## src/design/tgtw_pkg.sv

```systemverilog
// Shared types and constants for the text grid terminal writer.
// No dependencies; imported by every module of the block.
package tgtw_pkg;

  localparam int unsigned COLUMNS_DEF = 64;
  localparam int unsigned ROWS_DEF    = 18;
  localparam int unsigned CHAR_W      = 7;
  localparam int unsigned BYTE_W      = 8;
  localparam int unsigned MODE_W      = 2;
  localparam int unsigned TAB_STEP    = 8;

  typedef enum logic [MODE_W-1:0] {
    MODE_PUT  = 2'd0,
    MODE_READ = 2'd1,
    MODE_ACK  = 2'd2,
    MODE_NONE = 2'd3
  } tgtw_mode_e;

  localparam logic [BYTE_W-1:0] CH_BS    = 8'h08;
  localparam logic [BYTE_W-1:0] CH_TAB   = 8'h09;
  localparam logic [BYTE_W-1:0] CH_LF    = 8'h0A;
  localparam logic [BYTE_W-1:0] CH_FF    = 8'h0C;
  localparam logic [BYTE_W-1:0] CH_CR    = 8'h0D;
  localparam logic [BYTE_W-1:0] CH_SPACE = 8'h20;

  // Grid command issued by the cursor logic for one committed item.
  typedef struct packed {
    logic ld;
    logic wr;
    logic clr_row;
    logic clr_all;
    logic rd;
  } tgtw_gcmd_t;

endpackage

```

## src/design/tgtw_ctrl.sv

```systemverilog
// Cursor, ring offset and changed flag, with the next-state logic per item.
// Depends on tgtw_pkg; drives the grid command consumed by tgtw_grid.
module tgtw_ctrl #(
  parameter  int unsigned COLUMNS = tgtw_pkg::COLUMNS_DEF,
  parameter  int unsigned ROWS    = tgtw_pkg::ROWS_DEF,
  localparam int unsigned RW      = $clog2(ROWS),
  localparam int unsigned CIW     = $clog2(COLUMNS),
  localparam int unsigned CCW     = $clog2(COLUMNS + 1)
) (
  input  logic                           clk_i,
  input  logic                           rst_ni,
  input  logic                           fire_i,
  input  logic [tgtw_pkg::MODE_W-1:0]    mode_i,
  input  logic [tgtw_pkg::BYTE_W-1:0]    byte_i,
  input  logic                           last_i,
  input  logic [RW-1:0]                  rd_row_i,
  input  logic [CIW-1:0]                 rd_col_i,
  output tgtw_pkg::tgtw_gcmd_t           cmd_o,
  output logic [RW-1:0]                  wr_row_o,
  output logic [CIW-1:0]                 wr_col_o,
  output logic [tgtw_pkg::CHAR_W-1:0]    wr_char_o,
  output logic [RW-1:0]                  clr_row_o,
  output logic [RW-1:0]                  rd_prow_o,
  output logic [RW-1:0]                  cursor_row_o,
  output logic [CCW-1:0]                 cursor_col_o,
  output logic                           changed_o
);
  import tgtw_pkg::*;

  localparam logic [RW-1:0]  LAST_ROW = RW'(ROWS - 1);
  localparam logic [CCW-1:0] COL_END  = CCW'(COLUMNS);

  logic [RW-1:0]  top_q, top_d;
  logic [RW-1:0]  row_q, row_d;
  logic [CCW-1:0] col_q, col_d;
  logic           chg_q, chg_d;

  tgtw_mode_e     mode;
  logic           is_put, is_read, is_ack;
  logic           printable, at_bottom, wrap;
  logic [RW-1:0]  nr_row, nr_top, put_row, put_top;
  logic [CCW-1:0] put_col, tab_clamped;
  logic [CCW:0]   tab_sum, tab_col;
  logic [RW:0]    wr_sum, rd_sum;

  always_comb begin
    mode      = tgtw_mode_e'(mode_i);
    is_put    = fire_i && (mode == MODE_PUT);
    is_read   = fire_i && (mode == MODE_READ);
    is_ack    = fire_i && (mode == MODE_ACK);
    printable = (byte_i >= CH_SPACE) && !byte_i[BYTE_W-1];
    at_bottom = (row_q == LAST_ROW);
    nr_row    = at_bottom ? row_q : row_q + 1'b1;
    nr_top    = at_bottom ? ((top_q == LAST_ROW) ? '0 : top_q + 1'b1) : top_q;

    tab_sum     = {1'b0, col_q} + (CCW+1)'(TAB_STEP);
    tab_col     = {tab_sum[CCW:3], 3'b000};
    tab_clamped = (tab_col > (CCW+1)'(COLUMNS)) ? COL_END : tab_col[CCW-1:0];

    wrap    = (col_q == COL_END);
    put_row = wrap ? nr_row : row_q;
    put_top = wrap ? nr_top : top_q;
    put_col = wrap ? '0 : col_q;

    wr_sum = {1'b0, put_top} + {1'b0, put_row};
    if (wr_sum >= (RW+1)'(ROWS)) begin
      wr_sum = wr_sum - (RW+1)'(ROWS);
    end
    rd_sum = {1'b0, top_q} + {1'b0, rd_row_i};
    if (rd_sum >= (RW+1)'(ROWS)) begin
      rd_sum = rd_sum - (RW+1)'(ROWS);
    end

    top_d  = top_q;
    row_d  = row_q;
    col_d  = col_q;
    chg_d  = chg_q;
    cmd_o    = '0;
    cmd_o.ld = fire_i;

    if (is_put) begin
      unique case (byte_i)
        CH_LF: begin
          row_d = nr_row;
          top_d = nr_top;
          col_d = '0;
          cmd_o.clr_row = at_bottom;
        end
        CH_TAB: begin
          col_d = tab_clamped;
        end
        CH_BS: begin
          if (col_q != '0) begin
            col_d = col_q - 1'b1;
          end
        end
        CH_CR: begin
          col_d = '0;
        end
        CH_FF: begin
          cmd_o.clr_all = 1'b1;
          top_d = '0;
          row_d = '0;
          col_d = '0;
        end
        default: begin
          if (printable) begin
            cmd_o.wr      = 1'b1;
            cmd_o.clr_row = wrap && at_bottom;
            row_d = put_row;
            top_d = put_top;
            col_d = put_col + 1'b1;
          end
        end
      endcase
      if (last_i) begin
        chg_d = 1'b1;
      end
    end

    if (is_read) begin
      cmd_o.rd = ({1'b0, rd_row_i} < (RW+1)'(ROWS)) &&
                 ({1'b0, rd_col_i} < (CIW+1)'(COLUMNS));
    end

    if (is_ack) begin
      chg_d = 1'b0;
    end
  end

  always_ff @(posedge clk_i or negedge rst_ni) begin
    if (!rst_ni) begin
      top_q <= '0;
      row_q <= '0;
      col_q <= '0;
      chg_q <= 1'b0;
    end else if (fire_i) begin
      top_q <= top_d;
      row_q <= row_d;
      col_q <= col_d;
      chg_q <= chg_d;
    end
  end

  assign wr_row_o     = wr_sum[RW-1:0];
  assign wr_col_o     = put_col[CIW-1:0];
  assign wr_char_o    = byte_i[CHAR_W-1:0];
  assign clr_row_o    = top_q;
  assign rd_prow_o    = rd_sum[RW-1:0];
  assign cursor_row_o = row_q;
  assign cursor_col_o = col_q;
  assign changed_o    = chg_q;

endmodule

```

## config.mk

```make
export PLATFORM = sky130hd
export DESIGN_NAME = tgtw_ctrl
export DESIGN_NICKNAME = d
export VERILOG_FILES = /design/src/design/tgtw_pkg.sv /design/src/design/tgtw_ctrl.sv
export SDC_FILE = /design/constraint.sdc
export NUM_CORES = 1
export LEC_CHECK = 0
export ABC_AREA = 0
export BUFFER_PORTS_ARGS = -buffer_cell sky130_fd_sc_hd__buf_2
export CORE_MARGIN = 4
export CORE_UTILIZATION = 50
export CTS_CLUSTER_SIZE = 20
export DETAILED_ROUTE_END_ITERATION = 10
export PLACE_DENSITY = 0.84
export SLEW_MARGIN = 40
export SYNTH_ARGS = -nofsm -noshare
export SYNTH_HDL_FRONTEND = slang
export SYNTH_SLANG_ARGS = --single-unit
```

## constraint.sdc

```tcl
create_clock -name clk_i -period 4.9 [get_ports clk_i]
set_input_delay 0 -clock clk_i [delete_from_list [all_inputs] [get_ports clk_i]]
set_output_delay 0 -clock clk_i [all_outputs]
set_load 0.01 [all_outputs]
```

Word level (Yosys, flattened, before mapping)
Cells that the tools add are included.
- register bits after elaboration: 18
- input bits: 25
- output and inout bits: 46
- logic and storage cells: 74
- add/subtract/negate cells: 9
- $lt $le $gt $ge: 5
- equal/unequal tests: 11
- multiplexer cells: 25
- bitwise gates (word level): 1
- reductions and logical operators: 19
- operator list (cell ; count):
    two-way mux 5 bit ; 9
    == test 8 x 4 -> 1 bit, second input constant ; 5
    one-hot mux 5 bit (3 select lines) ; 2
    two-way mux 7 bit ; 4
    one-hot mux 7 bit (3 select lines) ; 1
    adder 5 x 5 -> 6 bit ; 2
    >= comparator 6 x 5 -> 1 bit, second input constant ; 2
    adder 5 x 1 -> 5 bit, second input constant ; 2
    == test 5 bit, second input constant ; 2
    subtractor 5 bit, second input constant ; 2
    adder 7 x 4 -> 8 bit, second input constant ; 1
    >= comparator 8 x 6 -> 1 bit, second input constant ; 1
    greater-than comparator 8 x 7 -> 1 bit, second input constant ; 1
    AND reduction 4 bit ; 2
    adder 7 x 1 -> 7 bit, second input constant ; 1
    == test 7 bit, second input constant ; 1
    nonzero test 7 bit ; 1
    subtractor 7 x 1 -> 7 bit, second input constant ; 1
    two-way mux 1 bit ; 6
    OR reduction 3 bit ; 2
    logical AND 1 bit ; 5
    < comparator 5 bit, second input constant ; 1
    OR reduction 5 bit ; 1
    nonzero test 2 bit ; 2
    13 further kinds ; 13

Longest topological paths before layout
- depth after elaboration: 7
- gate-level depth with buffers: 15
- depth with buffers taken out: 14

Worst setup path before layout
Ideal clock, no wire load.
- path type: flip-flop to output port
- start point: reg col_q[0] (netlist: cursor_col_o[0])
- end point: out wr_row_o[2]
- arrival time: 3.818 ns
- data required time: 4.900 ns
- path slack: 1.082 ns
- cell stages (with the launch flop): 15
- cells stage by stage: dfrtp_1 -> inv_1 -> ha_1 -> or4b_4 -> or2_1 -> buf_6 -> nor2_1 -> nor2_1 -> a21oi_1 -> ha_1 -> a21o_1 -> or3_1 -> a221o_1 -> a21oi_1 -> mux2i_1
- longest elaborated chain between the ends: 5
- RTL lines (item ; line ; RTL):
    start, declared ; tgtw_ctrl.sv:35 ; logic [CCW-1:0] col_q, col_d;
    start signal, assigned ; tgtw_ctrl.sv:140 ; col_q <= col_d;
    == test 7 bit (*) ; tgtw_ctrl.sv:60 ; wrap = (col_q == COL_END);
    two-way mux 5 bit (on tied branches) ; tgtw_ctrl.sv:62, tgtw_ctrl.sv:61 ;
    adder 5 x 5 -> 6 bit (*) ; tgtw_ctrl.sv:65 ; wr_sum = {1'b0, put_top} + {1'b0, put_row};
    subtractor 5 bit / >= comparator 6 x 5 -> 1 bit (equally long branches) ; tgtw_ctrl.sv:67, tgtw_ctrl.sv:66 ;
    two-way mux 5 bit (*) ; tgtw_ctrl.sv:66 ; if (wr_sum >= (RW+1)'(ROWS)) begin
    end, declared ; tgtw_ctrl.sv:19 ; output logic [RW-1:0] wr_row_o,
Every way passes the cells marked *; elsewhere a longest branch is shown, timed or not.

Final worst setup path
Ends and elaborated chain as after synthesis.

==> results.yml <==
status:
  status: "finished clean"
detailed_routing:
  viasPerCell: 6.18
  drt-initial-drc-count: 132
  m1WireLength_um: 2600
  routedWlPerCell_um: 15.0
  drc: 0
  via_count: 2640
  met3WireLength_um: 451
  wl_met2_um: 3290
  top_layer_used: "met4"
  firstDrtPassIters: 5
  postRouteAntennaNets: 0
  drt-total-wl_um: 6410
placed_design:
  place.gp.congestion: 0.867
  hpwlAfterDp_um: 4900
  place_ws_ns: 0.729
  post_dp_cell_area_um2: 2750
  io_buffers: 64
critical_path:
  crit_chain: "inv_1, ha_1, or4b_4, or2_1, nor2_1, xor2_1, ha_1, fa_1, nor3_1, nor2_1, a221o_1, a21oi_1, mux2i_1, buf_2"
  cp_max_fo: 9
  crit_type: "flip-flop to output port"
  cp_num_buf_inv: 2
  critPathSlowestCell: "or4b_4"
  crit_path_max_incr_delay_ns: 0.52
  critPathLaunchType: "flip-flop"
  crit_cells: 14
  critPathArrivalTime_ns: 4.53
  timing.rr.start: "cursor_col_o[0]$_DFFE_PN0P_"
  rr_worst_depth: 7
  regToRegEndpoint: "cursor_row_o[2]$_DFFE_PN0P_"
  crit_family: "simple AND/OR/NAND/NOR gates"
  r2r_setup_slack_ns: 2.23
  cp-startpoint: "cursor_col_o[0]$_DFFE_PN0P_"
  worstSetupEndpoint: "wr_row_o[2]"
  critPathCaptureType: "output port"
  cp.required_ns: 4.90
yosys:
  synth-seq-cells: 18
  synth_nets: 360
  ys_types: 65
  synth_area_um2: 2490
  yosysSeqAreaShare: 0.181
  synth-async-reset-ratio: 1.00
  synth.avg_cell_area_um2: 8.01
  netlist_instances: 311
  yosysWarnings: 0
  ys.flop_type: "dfrtp_1"
  synth_edf_count: 0
cells_and_area:
  final_cell_area_um2: 2830
  drive_gt1_frac: 0.236
  regArea_um2: 450
  synthToLayoutAreaGrowth_pct: 13.6
  multi_input_area_um2: 1830
  fillers: 444
  nets: 410
  antennaDiodeCount: 0
clock_network:
  cts_buffers: 3
  cts_resized: 0
  cts_root_buf: "clkbuf_8"
  htreeDepth: 1
  tritoncts: "done"
  clk_path_buf_depth: 2
  insertion_delay_ns: 0.26
  cts.clk_slew.worst_paths_ns: 0.08
  clock_sinks: 18
power:
  peakVddDrop_mv: 0.213
  p_per_area_nw_per_um2: 262
  leakage_nw: 1.27
global_route:
  grt_pass1_vias: 2432
  antenna_found_initial: 0
  grt_remaining_overflow: 0
  grt_use_total: 0.210
  grt_max_degree: 19
  grt_pass1_wl_um: 10900
sta:
  finalHoldViolCount: 0
  rsz0062_at_grt: "false"
  drv_slew: 0
  finClkSkew_ns: 0.00173
  max_freq_mhz: 221
  setup_ws_ns: 0.375
  min_period_ns: 4.53
  tns_ns: 0
  timing.hold.ws_ns: 0.0106
  max_slew_margin: 0.476
  fin_crit_sh: 0.924
  worstMarginPinSlew_ns: 0.781
  setup_violations: 0
die:
  die_h_um: 78.6
  core-area_um2: 4790
  num_rows: 25
  io_pins: 71
  dieWidth_um: 78.6
  initial_utilization: 0.521
  die_area_um2: 6180
job:
  cap_violations: 0
hold_path:
  hold_path_class: "input pin to flip-flop"
per-stage QoR:
stage	utilization	total power [mW]	cells
finish	0.591	0.741	427
global route	0.591	0.801	427
CTS	0.590	0.745	427
detailed placement	0.574	0.609	421
global placement	0.574	0.596	421
floorplan	-	0.499	311
worst register-to-register path, cell delays in order (launching register included):
cell and delay [ns]:
dfrtp_1 0.44, inv_1 0.11, ha_1 0.24, or4b_4 0.52, or2_1 0.41, o21bai_4 0.35
nand3_4 0.19, o31ai_1 0.30
Yosys cell counts (10+ instances only):
cell type,instances,area share
buf_4,10,0.030
a21oi_1,24,0.048
nand2_1,18,0.027
a31oi_1,10,0.025
o21ai_0,18,0.036
nor3_1,12,0.024
dfrtp_1,18,0.18
nor2_1,22,0.033
nand3_1,12,0.024
inv_1,16,0.024
ha_1,22,0.11
timing repair:
action                                 CTS  global route
endpoints found under the hold margin   19             0
hold buffers                             2             0
buffers inserted                         0             0
where the power goes:
part	total [mW]	internal [mW]	switching, mW	leakage [nW]
sequential	0.207	0.167	0.0400	0.224
combinational	0.402	0.179	0.224	1.02
clock	0.131	0.0717	0.0593	0.0288
total	0.741	0.418	0.323	1.27
worst min-delay path by stage:
stage | from | end | slack (ns) | cells after the start
global route | last_i | changed_o$_DFFE_PN0P_ | 0.05 | 3
global placement | rst_ni | clr_row_o[3]$_DFFE_PN0P_ | -0.03 | 1
finish | last_i | changed_o$_DFFE_PN0P_ | 0.01 | 3
CTS | last_i | changed_o$_DFFE_PN0P_ | 0.02 | 3
detailed placement | rst_ni | clr_row_o[3]$_DFFE_PN0P_ | -0.02 | 1
floorplan | rst_ni | changed_o$_DFFE_PN0P_ | -0.30 | 0
sequential cells by signal, summed over array words and instances (netlist names):
name,flops
cursor_row_o,5
changed_o,1
cursor_col_o,7
clr_row_o,5
cell type report:
| class | instances | area share |
|---|---|---|
| Multi-Input combinational cell | 254 | 0.645 |
| Sequential cell | 18 | 0.159 |
| Timing Repair Buffer | 68 | 0.126 |
| Clock buffer | 4 | 0.0195 |
| Inverter | 16 | 0.0212 |
| Tap cell | 67 | 0.0296 |
layer usage:
metal,vias to the layer above,global-route usage
li1,1263,-
met3,14,0.0367
met5,-,0
met2,122,0.377
met1,1241,0.257
met4,0,0.0542
placed cells by master, fill, tap and decap left out, types with 5 or more instances in the layout:
master   synthesis  routed
buf_2            1      64
a21oi_1         24      24
nor2_1          22      22
ha_1            22      22
nand2_1         18      18
o21ai_0         18      18
dfrtp_1         18      18
inv_1           16      16
nand3_1         12      12
nor3_1          12      12
a31oi_1         10      10
o31ai_1          8       8
xnor2_1          8       8
xor2_1           7       7
or3_1            6       6
nand4_1          6       6
a21o_1           6       6
nor2b_1          5       5
a32oi_1          5       5
logic make-up (layout without fill, tap and decap cells):
kind of cell	Yosys count	count (layout)	share of synthesized area
AOI/OAI and AO/OA	104	104	0.292
xor gates and xnor gates	15	15	0.0527
adders and majority gates	24	24	0.127
buffers and inverters	39	88	0.0894
DFF	18	18	0.181
muxes	4	4	0.0166
and+or+nand+nor	107	107	0.242
Power figures use the tool's default switching activity.
